==> src/sv/lafs_pkg.sv <==
// ----------------------------------------------------------------------------
// lafs_pkg
// Shared types and constants for the line assembler / field splitter.
// ----------------------------------------------------------------------------
package lafs_pkg;

	// special bytes
	localparam logic [7:0] CH_CR  = 8'h0D;
	localparam logic [7:0] CH_LF  = 8'h0A;
	localparam logic [7:0] CH_BAR = 8'h7C;
	localparam logic [7:0] CH_NUL = 8'h00;

	// status classes
	typedef enum logic [2:0] {
		CLS_OK      = 3'd0,
		CLS_ERR     = 3'd1,
		CLS_INFO    = 3'd2,
		CLS_EVENT   = 3'd3,
		CLS_UNKNOWN = 3'd4
	} cls_t;

	// status words, indexed by class, padded with zeros
	localparam int         NUM_WORDS = 4;
	localparam int         WORD_MAX  = 5;
	localparam logic [7:0] WORD_CHARS [NUM_WORDS][WORD_MAX] = '{
		'{8'h4F, 8'h4B, 8'h00, 8'h00, 8'h00},  // OK
		'{8'h45, 8'h52, 8'h52, 8'h00, 8'h00},  // ERR
		'{8'h49, 8'h4E, 8'h46, 8'h4F, 8'h00},  // INFO
		'{8'h45, 8'h56, 8'h45, 8'h4E, 8'h54}   // EVENT
	};
	localparam logic [2:0] WORD_LEN [NUM_WORDS] = '{3'd2, 3'd3, 3'd4, 3'd5};

	// last field number; bars past it stay in the data field
	localparam logic [1:0] FIELD_DATA = 2'd3;

	// controller to datapath commands
	typedef struct packed {
		logic store;        // write the input byte into the line store
		logic overflow;     // overlong line: enter discard, bump counter
		logic clear_fill;   // line feed: empty the store
		logic clr_discard;  // line feed while discarding
		logic start;        // latch length and class, reset emit index
		logic read;         // read the store at the emit index
		logic advance;      // output word taken: step index and field
	} lafs_cmd_t;

	// datapath to controller status
	typedef struct packed {
		logic is_cr;
		logic is_lf;
		logic discard;
		logic full;
		logic line_nz;      // emit length is nonzero
		logic last_byte;    // current word is the final one of the line
	} lafs_stat_t;

endpackage

==> src/sv/lafs_ctrl.sv <==
// ----------------------------------------------------------------------------
// lafs_ctrl
// Controller: accepts bytes while idle, then walks the stored line out.
// ----------------------------------------------------------------------------
module lafs_ctrl
	import lafs_pkg::*;
(
	input  logic       clk,
	input  logic       arst_n,
	input  logic       in_valid,
	output logic       in_ready,
	output logic       out_valid,
	input  logic       out_ready,
	input  lafs_stat_t stat,
	output lafs_cmd_t  cmd
);

	typedef enum logic [2:0] {
		ST_IDLE = 3'b001,
		ST_READ = 3'b010,
		ST_SHOW = 3'b100
	} state_t;

	state_t state_q, state_d;
	logic   acc;

	assign in_ready  = (state_q == ST_IDLE);
	assign out_valid = (state_q == ST_SHOW);
	assign acc       = in_valid && in_ready;

	// next state and commands
	always_comb begin
		state_d = state_q;
		cmd     = '0;
		unique case (state_q)
			ST_IDLE: begin
				if (acc && !stat.is_cr) begin
					if (stat.is_lf) begin
						cmd.clear_fill = 1'b1;
						if (stat.discard) begin
							cmd.clr_discard = 1'b1;
						end else if (stat.line_nz) begin
							cmd.start = 1'b1;
							state_d   = ST_READ;
						end
					end else if (!stat.discard) begin
						if (stat.full) cmd.overflow = 1'b1;
						else           cmd.store    = 1'b1;
					end
				end
			end
			ST_READ: begin
				cmd.read = 1'b1;
				state_d  = ST_SHOW;
			end
			ST_SHOW: begin
				if (out_ready) begin
					cmd.advance = 1'b1;
					state_d     = stat.last_byte ? ST_IDLE : ST_READ;
				end
			end
			default: state_d = ST_IDLE;
		endcase
	end

	always_ff @(posedge clk or negedge arst_n) begin
		if (!arst_n) state_q <= ST_IDLE;
		else         state_q <= state_d;
	end

endmodule

==> src/sv/lafs_dp.sv <==
// ----------------------------------------------------------------------------
// lafs_dp
// Datapath: line store, fill count, per-line tracking of the first zero and
// the status word, overflow counter and emit registers.
// ----------------------------------------------------------------------------
module lafs_dp
	import lafs_pkg::*;
#(
	parameter int LINE_CAPACITY = 64
) (
	input  logic        clk,
	input  logic        arst_n,
	input  logic [7:0]  in_byte,
	input  lafs_cmd_t   cmd,
	output lafs_stat_t  stat,
	output logic [7:0]  line_byte,
	output logic [1:0]  field_number,
	output logic        is_separator,
	output logic        last,
	output logic [2:0]  status_class,
	output logic        is_terminal,
	output logic [15:0] overflow_total
);

	localparam int DEPTH = LINE_CAPACITY - 1;
	localparam int AW    = (DEPTH > 1) ? $clog2(DEPTH) : 1;
	localparam int CW    = $clog2(DEPTH + 1);
	localparam logic [CW-1:0] FULL_CNT = CW'(DEPTH);

	logic [7:0]    mem [DEPTH];
	logic [7:0]    rdata_q;
	logic [CW-1:0] fill_q;
	logic          discard_q;
	logic [15:0]   ovf_q;

	// per-line tracking
	logic          zero_seen_q, zero_seen_d;
	logic [CW-1:0] zero_pos_q, zero_pos_d;
	logic          stat_open_q, stat_open_d;
	logic [2:0]    slen_q, slen_d;
	logic [NUM_WORDS-1:0] match_q, match_d;

	// emit registers
	logic [CW-1:0] len_q;
	logic [CW-1:0] idx_q;
	logic [1:0]    field_q;
	cls_t          cls_q;

	logic [CW-1:0] emit_len;
	cls_t          cls_now;

	// next tracking values for a stored byte; position zero starts fresh
	always_comb begin
		logic zs;
		logic so;
		zs          = (fill_q == '0) ? 1'b0 : zero_seen_q;
		so          = (fill_q == '0) ? 1'b1 : stat_open_q;
		zero_seen_d = zs;
		zero_pos_d  = zero_pos_q;
		stat_open_d = so;
		slen_d      = (fill_q == '0) ? 3'd0 : slen_q;
		match_d     = (fill_q == '0) ? '1 : match_q;
		if (!zs && in_byte == CH_NUL) begin
			zero_seen_d = 1'b1;
			zero_pos_d  = fill_q;
		end
		if (so) begin
			if (in_byte == CH_BAR || in_byte == CH_NUL) begin
				stat_open_d = 1'b0;
			end else begin
				for (int w = 0; w < NUM_WORDS; w++) begin
					if (slen_d >= WORD_LEN[w]) match_d[w] = 1'b0;
					else if (in_byte != WORD_CHARS[w][slen_d]) match_d[w] = 1'b0;
				end
				if (slen_d != 3'd7) slen_d = slen_d + 3'd1;
			end
		end
	end

	// class of the status field of the line held now
	always_comb begin
		cls_now = CLS_UNKNOWN;
		for (int w = NUM_WORDS - 1; w >= 0; w--) begin
			if (match_q[w] && slen_q == WORD_LEN[w]) cls_now = cls_t'(3'(w));
		end
	end

	assign emit_len = (fill_q == '0) ? '0 : (zero_seen_q ? zero_pos_q : fill_q);

	// status to the controller
	assign stat.is_cr     = (in_byte == CH_CR);
	assign stat.is_lf     = (in_byte == CH_LF);
	assign stat.discard   = discard_q;
	assign stat.full      = (fill_q == FULL_CNT);
	assign stat.line_nz   = (emit_len != '0);
	assign stat.last_byte = (idx_q + CW'(1) == len_q);

	// line store
	always_ff @(posedge clk) begin
		if (cmd.store) mem[fill_q[AW-1:0]] <= in_byte;
		if (cmd.read)  rdata_q <= mem[idx_q[AW-1:0]];
	end

	// tracking registers, written with each stored byte
	always_ff @(posedge clk) begin
		if (cmd.store) begin
			zero_seen_q <= zero_seen_d;
			zero_pos_q  <= zero_pos_d;
			stat_open_q <= stat_open_d;
			slen_q      <= slen_d;
			match_q     <= match_d;
		end
	end

	// fill, discard and overflow count
	always_ff @(posedge clk or negedge arst_n) begin
		if (!arst_n) begin
			fill_q    <= '0;
			discard_q <= 1'b0;
			ovf_q     <= '0;
		end else begin
			if (cmd.store) fill_q <= fill_q + CW'(1);
			if (cmd.clear_fill || cmd.overflow) fill_q <= '0;
			if (cmd.overflow) begin
				discard_q <= 1'b1;
				if (ovf_q != 16'hFFFF) ovf_q <= ovf_q + 16'd1;
			end
			if (cmd.clr_discard) discard_q <= 1'b0;
		end
	end

	// emit index and field
	always_ff @(posedge clk or negedge arst_n) begin
		if (!arst_n) begin
			len_q   <= '0;
			idx_q   <= '0;
			field_q <= '0;
			cls_q   <= CLS_UNKNOWN;
		end else if (cmd.start) begin
			len_q   <= emit_len;
			idx_q   <= '0;
			field_q <= '0;
			cls_q   <= cls_now;
		end else if (cmd.advance) begin
			idx_q <= idx_q + CW'(1);
			if (is_separator) field_q <= field_q + 2'd1;
		end
	end

	// output word
	assign line_byte      = rdata_q;
	assign field_number   = field_q;
	assign is_separator   = (rdata_q == CH_BAR) && (field_q != FIELD_DATA);
	assign last           = stat.last_byte;
	assign status_class   = last ? cls_q : 3'd0;
	assign is_terminal    = last && (cls_q == CLS_OK || cls_q == CLS_ERR);
	assign overflow_total = ovf_q;

endmodule

==> src/sv/line_assembler_field_splitter.sv <==
// ----------------------------------------------------------------------------
// line_assembler_field_splitter
// Assembles received bytes into lines and emits each finished line byte by
// byte, tagged with its field number, separators and the status class.
// ----------------------------------------------------------------------------
// Emission: after a line feed that ends a kept line, each word is read from
//   the line store into the output register, then held until it is taken.
// Throughput: one byte per cycle while assembling.
// No input is taken while a line is being emitted.
// Reset: asynchronous, clears fill, discard flag, overflow count and the
//   controller; the line store itself is not cleared.
module line_assembler_field_splitter
	import lafs_pkg::*;
#(
	parameter int LINE_CAPACITY = 64
) (
	input  logic        clk,
	input  logic        arst_n,
	input  logic        s_tvalid,
	output logic        s_tready,
	input  logic [7:0]  s_tdata,   // [7:0] rx_byte
	output logic        m_tvalid,
	input  logic        m_tready,
	output logic [23:0] m_tdata,   // [7:0] line_byte, [23:8] overflow_total
	output logic        m_tlast,
	output logic [6:0]  m_tuser    // [1:0] field_number, [2] is_separator,
	                               // [5:3] status_class, [6] is_terminal
);

	lafs_cmd_t   cmd;
	lafs_stat_t  stat;
	logic [7:0]  line_byte;
	logic [1:0]  field_number;
	logic        is_separator;
	logic        last;
	logic [2:0]  status_class;
	logic        is_terminal;
	logic [15:0] overflow_total;

	lafs_ctrl u_ctrl (
		.clk       (clk),
		.arst_n    (arst_n),
		.in_valid  (s_tvalid),
		.in_ready  (s_tready),
		.out_valid (m_tvalid),
		.out_ready (m_tready),
		.stat      (stat),
		.cmd       (cmd)
	);

	lafs_dp #(
		.LINE_CAPACITY(LINE_CAPACITY)
	) u_dp (
		.clk            (clk),
		.arst_n         (arst_n),
		.in_byte        (s_tdata),
		.cmd            (cmd),
		.stat           (stat),
		.line_byte      (line_byte),
		.field_number   (field_number),
		.is_separator   (is_separator),
		.last           (last),
		.status_class   (status_class),
		.is_terminal    (is_terminal),
		.overflow_total (overflow_total)
	);

	assign m_tdata = {overflow_total, line_byte};
	assign m_tlast = last;
	assign m_tuser = {is_terminal, status_class, is_separator, field_number};

	// no byte is taken while a word is shown
	a_no_accept_while_emit: assert property (@(posedge clk) disable iff (!arst_n)
		m_tvalid |-> !s_tready)
		else $error("input accepted during line emission");

	// class and terminal flag are zero except on the final word
	a_class_only_on_last: assert property (@(posedge clk) disable iff (!arst_n)
		m_tvalid && !m_tlast |-> m_tuser[6:3] == 4'd0)
		else $error("status class set on a non-final word");

	// overflow count only moves on an accepted byte
	a_ovf_stable: assert property (@(posedge clk) disable iff (!arst_n)
		!s_tready |=> $stable(m_tdata[23:8]))
		else $error("overflow count changed without input");

	// separators are bars
	a_sep_is_bar: assert property (@(posedge clk) disable iff (!arst_n)
		m_tvalid && m_tuser[2] |-> m_tdata[7:0] == CH_BAR)
		else $error("separator flag on a non-bar byte");

endmodule
==> config.mk <==
export PLATFORM = sky130hd
export DESIGN_NAME = line_assembler_field_splitter
export DESIGN_NICKNAME = d
export VERILOG_FILES = /design/src/sv/lafs_pkg.sv /design/src/sv/lafs_ctrl.sv /design/src/sv/lafs_dp.sv /design/src/sv/line_assembler_field_splitter.sv
export SDC_FILE = /design/constraint.sdc
export NUM_CORES = 1
export LEC_CHECK = 0
export BUFFER_PORTS_ARGS = -buffer_cell sky130_fd_sc_hd__buf_4
export CAP_MARGIN = 20
export CORE_UTILIZATION = 55
export DETAILED_ROUTE_END_ITERATION = 8
export GPL_TIMING_DRIVEN = 0
export HOLD_SLACK_MARGIN = 0.06
export PLACE_DENSITY = 0.71
export SLEW_MARGIN = 25
export SYNTH_ARGS = -nofsm -noshare
export SYNTH_HDL_FRONTEND = slang
export SYNTH_SLANG_ARGS = --single-unit
==> constraint.sdc <==
create_clock -name clk -period 4.5 [get_ports clk]
set_input_delay 0.675 -clock clk [delete_from_list [all_inputs] [get_ports clk]]
set_output_delay 0.675 -clock clk [all_outputs]
set_load 0.01 [all_outputs]
**After elaboration in Yosys (flattened, before gate mapping)**

Memories as Yosys holds them, arrays and structs flattened. A register that Yosys moved wholly into a read port is not among the register bits.
Index checks and enable logic that the tools add are counted.
W data, S select, Z words.

- Input port bits: 12
- Bits in writable memories: 504
- Memory bits (read-only): 256
- Memories kept: 5
- Output and inout port bits: 34
- Logic and storage cells: 145
- Register bits: 58

- Eq/ne operators: 26
- Mux-type cells: 64
- Bitwise logic cells: 1
- Add/subtract/negate cells: 5
- Reduce and logical (&&, ||, !) cells: 26
- Order comparisons: 5

Memory list:

| name | depth | bits a word | read ports | clocked after memory_dff | wr ports | RTL line | RTL |
|---|---|---|---|---|---|---|---|
| u_dp.mem | 63 | 8 | 1 | 1 | 1 | lafs_dp.sv:30 | `logic [7:0] mem [DEPTH];` |
| (no name shown) | 8 | 8 | 1 | 0 | 0 | lafs_dp.sv:73 | `else if (in_byte != WORD_CHARS[w][slen_d]) match_d[w] = 1'b0;` |
| (no name shown) | 8 | 8 | 1 | 0 | 0 | lafs_dp.sv:73 |  |
| (no name shown) | 8 | 8 | 1 | 0 | 0 | lafs_dp.sv:73 |  |
| (no name shown) | 8 | 8 | 1 | 0 | 0 | lafs_dp.sv:73 |  |

Operators with widths:

| cell | number |
|---|---|
| $mux W8 | 8 |
| $mux W3 | 15 |
| $mux W6 | 6 |
| $ne A8 B8 Y1 | 4 |
| $mux W1 | 23 |
| $add A16 B1 Y16 const B | 1 |
| $eq A8 B4 Y1 const B | 2 |
| $eq A8 B7 Y1 const B | 2 |
| $ne A16 B16 Y1 const B | 1 |
| $add A6 B1 Y6 const B | 2 |
| $mux W2 | 6 |
| $mux W4 | 3 |
| $mux W5 | 2 |
| $ne A2 B2 Y1 const B | 5 |
| $eq A3 B2 Y1 const B | 3 |
| $eq A3 B3 Y1 const B | 3 |
| $logic_and A1 B1 Y1 | 9 |
| $pmux W3 S3 | 1 |
| $logic_not A8 Y1 | 1 |
| $reduce_bool A2 Y1 | 4 |
| $eq A3 B1 Y1 const B | 2 |
| $eq A6 B6 Y1 | 1 |
| $eq A6 B6 Y1 const B | 1 |
| $ge A3 B2 Y1 const B | 2 |
| 14 further kinds | 20 |

**Logic depth before layout (Yosys ltp)**

- Depth after elaboration: 11
- Mapped depth: 13
- Gate-level depth less buffers: 12

**By module**

Synthesis repeated with hierarchy kept, for this count alone.

- Cell total of the unflattened synthesis: 1296
- Area total of the unflattened synthesis: 23417.5 sq um

Modules (own cells, without submodules):

| module | cells each | seq. area each (sq um) | area an instance (sq um) | times used |
|---|---|---|---|---|
| lafs_dp | 1269 | 16827.4 | 23162.2 | 1 |
| lafs_ctrl | 25 | 76.3 | 240.2 | 1 |
| line_assembler_field_splitter | 2 | 0.0 | 15.0 | 1 |

**Worst setup path after synthesis**

Ideal clock, no wire load.

- Path kind: input to register
- From: input s_tdata[0]
- To: memory u_dp.mem[54][0] (enable)
- Path slack: 1441 ps
- Library setup time: 370 ps
- Cell stages on the path: 7
- Data arrival time: 2688 ps
- Path through: clkbuf_1 > and3b_1 > o211a_1 > or3_1 > inv_1 > nand3_1 > nor2_1

RTL lines:

| what | RTL line | RTL |
|---|---|---|
| start, declared | line_assembler_field_splitter.sv:21 | `input logic [7:0] s_tdata,` |
| end, declared | lafs_dp.sv:30 |  |

==> impl_metrics.toml <==
[drt]
vias_per_cell = 6.38
drtAntennaViolNets = 0
num_vias = 12500
first_pass_iters = 5
drt_iter0_markers = 1362
drc = 0
wirelength_mm = 53.9
wl_per_cell_um = 27.4

[clock_network]
cts_setup_buffers = 0
postCtsHoldBufs = 0
cts_tree = "done"
clk_pin_slew_worst_paths_ps = 60
cts_buffer_depth = 3
clkLatencyLatePin_ps = 610
cts_max_level = 2
cts.sinks = 570
cts-buffers-inserted = 55
clockRootBuffer = "clkbuf_16"

[placed_design]
dp_hpwl_mm = 33.8
place_ws_ps = -476
io_buffers = 45
place.gp.congestion = 0.881
post-place-cells = 1864
place_area_um2 = 24400

[timing]
setup_violations = 0
hold_slack_ps = 66.9
worst_slack_ps = 65.4
finalCritPeriodShare_pct = 98.5
slew-limit-headroom_pct = 31.2
worst_pin_slew_ps = 1030
fin_crit_ps = 4430
rsz0062_at_grt = "yes"
slew_violations = 0
skew_ps = 17.3
hold_viol = 0
fmax_mhz = 226

[hold_path]
hold_path_class = "input pin to async pin"

[synth]
synthSimpleGateAreaFrac_pct = 6.09
synthCells = 1279
ys_types = 64
synth_flop_cell = "edfxtp_1"
synth.net_count = 1301
synth-adder-area-share_pct = 0.536
async_reset_ff_share_pct = 7.54
yosys.area.top_type = "edfxtp_1"
synth-compound-area-share_pct = 3.73
synth_edf_count = 527
syn_area_um2 = 23300
synth-xor-area-share_pct = 1.20
yosys-top-cells-area = "edfxtp_1 (68%), mux4_2 (9.7%), dfrtp_1 (4.4%)"
ys_warn_count = 0
synth-seq-area-share_pct = 72.5
synth_top_family_by_area = "multiplexers"
muxShareOfSynthArea_pct = 14.0
avgSynthCellArea_um2 = 18.2
ys_ff_latch = 570
synth_top_area_share_pct = 67.9

[job]
drv_cap = 0

[global_routing]
grtUsageTotal_pct = 25.7
grt_max_degree = 71
grt_pass1_vias = 12500
grt_pass1_wl_mm = 80.7
gr-total-overflow = 0
antenna_found_initial = 0

[worst_setup_path]
start_kind = "input pin"
crit_path_cell_trace = "buf_4, clkbuf_1, nor3b_2, o211a_1, or3_1, inv_1, nand3_1, nor2_1"
path_class = "input pin to flop"
timing.rr.start = "u_ctrl.state_q[0]"
worstPathRequired_ps = 4720
cp.arrival_ps = 4660
reg2regPathDepth = 6
end_kind = "flop"
cp_slowest_cell = "nor2_1"
rr_endpoint = "u_dp.mem[14][7]"
path_delay_family = "simple AND/OR/NAND/NOR gates"
cp-startpoint = "s_tdata[0]"
cpPeakStageDelay_ps = 980
path_max_fanout = 64
r2r_slack_ps = 570
cp_num_buf_inv = 3

[cells_and_area]
fill_cells = 2973
fin_cells = 1964
drive_gt1_share_pct = 20.0
nets = 1404
final_cell_area_um2 = 26100
synthToLayoutAreaGrowth_pct = 11.9
num_antenna_cells = 0

[floorplanning]
dieArea_um2 = 43200
coreArea_um2 = 41900
rows = 75
die_w_um = 208
fp.dieH_um = 208
initial_core_util_pct = 55.7
ioPinCount = 46

[power_and_ir_drop]
p_leak_nw = 8.48
ir_worst_vdd_v = 0.000297
power_density_nw_per_um2 = 452
power_mw = 11.8

[status]
status = "complete, no violations"
registers in the layout, summed over array words and instances, names as in the netlist:
signal,cells
u_dp.mem,504
u_dp.overflow_total,16
u_dp.line_byte,8
u_dp.fill_q,6
u_dp.idx_q,6
u_dp.len_q,6
u_dp.zero_pos_q,6
u_dp.match_q,4
u_ctrl.state_q,3
u_dp.cls_q,3
u_dp.slen_q,3
u_dp.field_number,2
u_dp.discard_q,1
u_dp.stat_open_q,1
u_dp.zero_seen_q,1
layout make-up:
cell class                      instances  area (um^2)  area share [%]
Inverter                               16         60.1           0.230
Clock inverter                         34          258           0.988
Multi-Input combinational cell        620         5990            23.0
Clock buffer                           66         1460            5.60
Timing Repair Buffer                   46          345            1.32
Buffer                                 73          395            1.52
Tap cell                              539          674            2.59
Sequential cell                       570        16900            64.8
timing repair:
item                       4_1_cts  5_1_grt
gates resized for setup          1        6
hold endpoints to repair         0        0
setup endpoints to repair        1       80
Yosys cell counts, drive strengths merged, types with 10 or more instances:
cell    count
inv        16
nor2       98
o21ai      22
buf        35
o22ai      13
a22oi      23
dfrtp      41
and3       11
or3        15
nand3      26
ha         10
clkbuf     38
nand2      61
mux2i      30
a211oi     10
mux4      123
mux2       10
nand4      11
xnor2      25
a21oi      18
edfxtp    527
nor3       16
layer usage:
layer	vias to the layer above	track usage (%)	wire [um]
met5	-	0	0
met4	0	9.76	1690
met3	102	5.77	4530
met2	520	39.0	25100
met1	6529	36.8	22500
li1	5375	-	-
logic make-up (layout without fill, tap and decap cells):
logic type,count (synthesis),after routing
mux,163,163
compound gates,126,126
fa+ha+maj,10,10
simple gates,289,289
buf+inv,89,235
flops,570,570
xor+xnor,32,32
through the flow:
stage	util (%)	setup TNS, ps
floorplan	-	0
global placement	58.1	-44420
detailed placement	58.2	-66300
CTS	62.3	0
global route	62.3	-3260
finish	62.3	0
layout by cell type (no fill, tap or decap), drive strengths merged, types with 3 or more instances in the layout:
cell type  netlist  routed
a2111oi          8       8
a211o            3       3
a211oi          10      10
a21oi           18      18
a22oi           23      23
a311oi           4       4
and2             8       8
and3            11      11
buf             35      81
bufinv           0       4
clkbuf          38     104
clkinv           0      30
dfrtp           41      41
edfxtp         527     527
ha              10      10
inv             16      16
mux2            10      10
mux2i           30      30
mux4           123     123
nand2           61      61
nand2b           5       5
nand3           26      26
nand4           11      11
nor2            98      98
nor2b            8       8
nor3            16      16
nor3b            8       8
nor4             6       6
o211ai           6       6
o21ai           22      22
o22ai           13      13
o31ai            7       7
or2              3       3
or3             15      15
or3b             3       3
xnor2           25      25
xor2             7       7
report_power, final:
group / internal (mW) / switching [mW]
Combinational: 0.441 / 0.825
Sequential: 6.00 / 0.0786
Clock: 2.53 / 1.92
Total: 8.97 / 2.83
worst register-to-register path, stage by stage, from the launching register on:
cell	delay, ps
dfstp_2	550
and4bb_2	310
nand2_1	120
or3_1	450
inv_1	450
nand3_1	680
nor2_1	980
worst max path at each step:
stage | to | slack, ps | cells after the start
floorplan | u_dp.mem[54][0] | 1440 | 7
global placement | u_dp.mem[13][3] | -330 | 8
detailed placement | u_dp.mem[14][3] | -480 | 8
CTS | u_dp.mem[14][7] | 170 | 8
global route | u_dp.mem[14][7] | -120 | 8
finish | u_dp.mem[14][7] | 70 | 8
No activity file was read; power rests on OpenSTA's default activity.
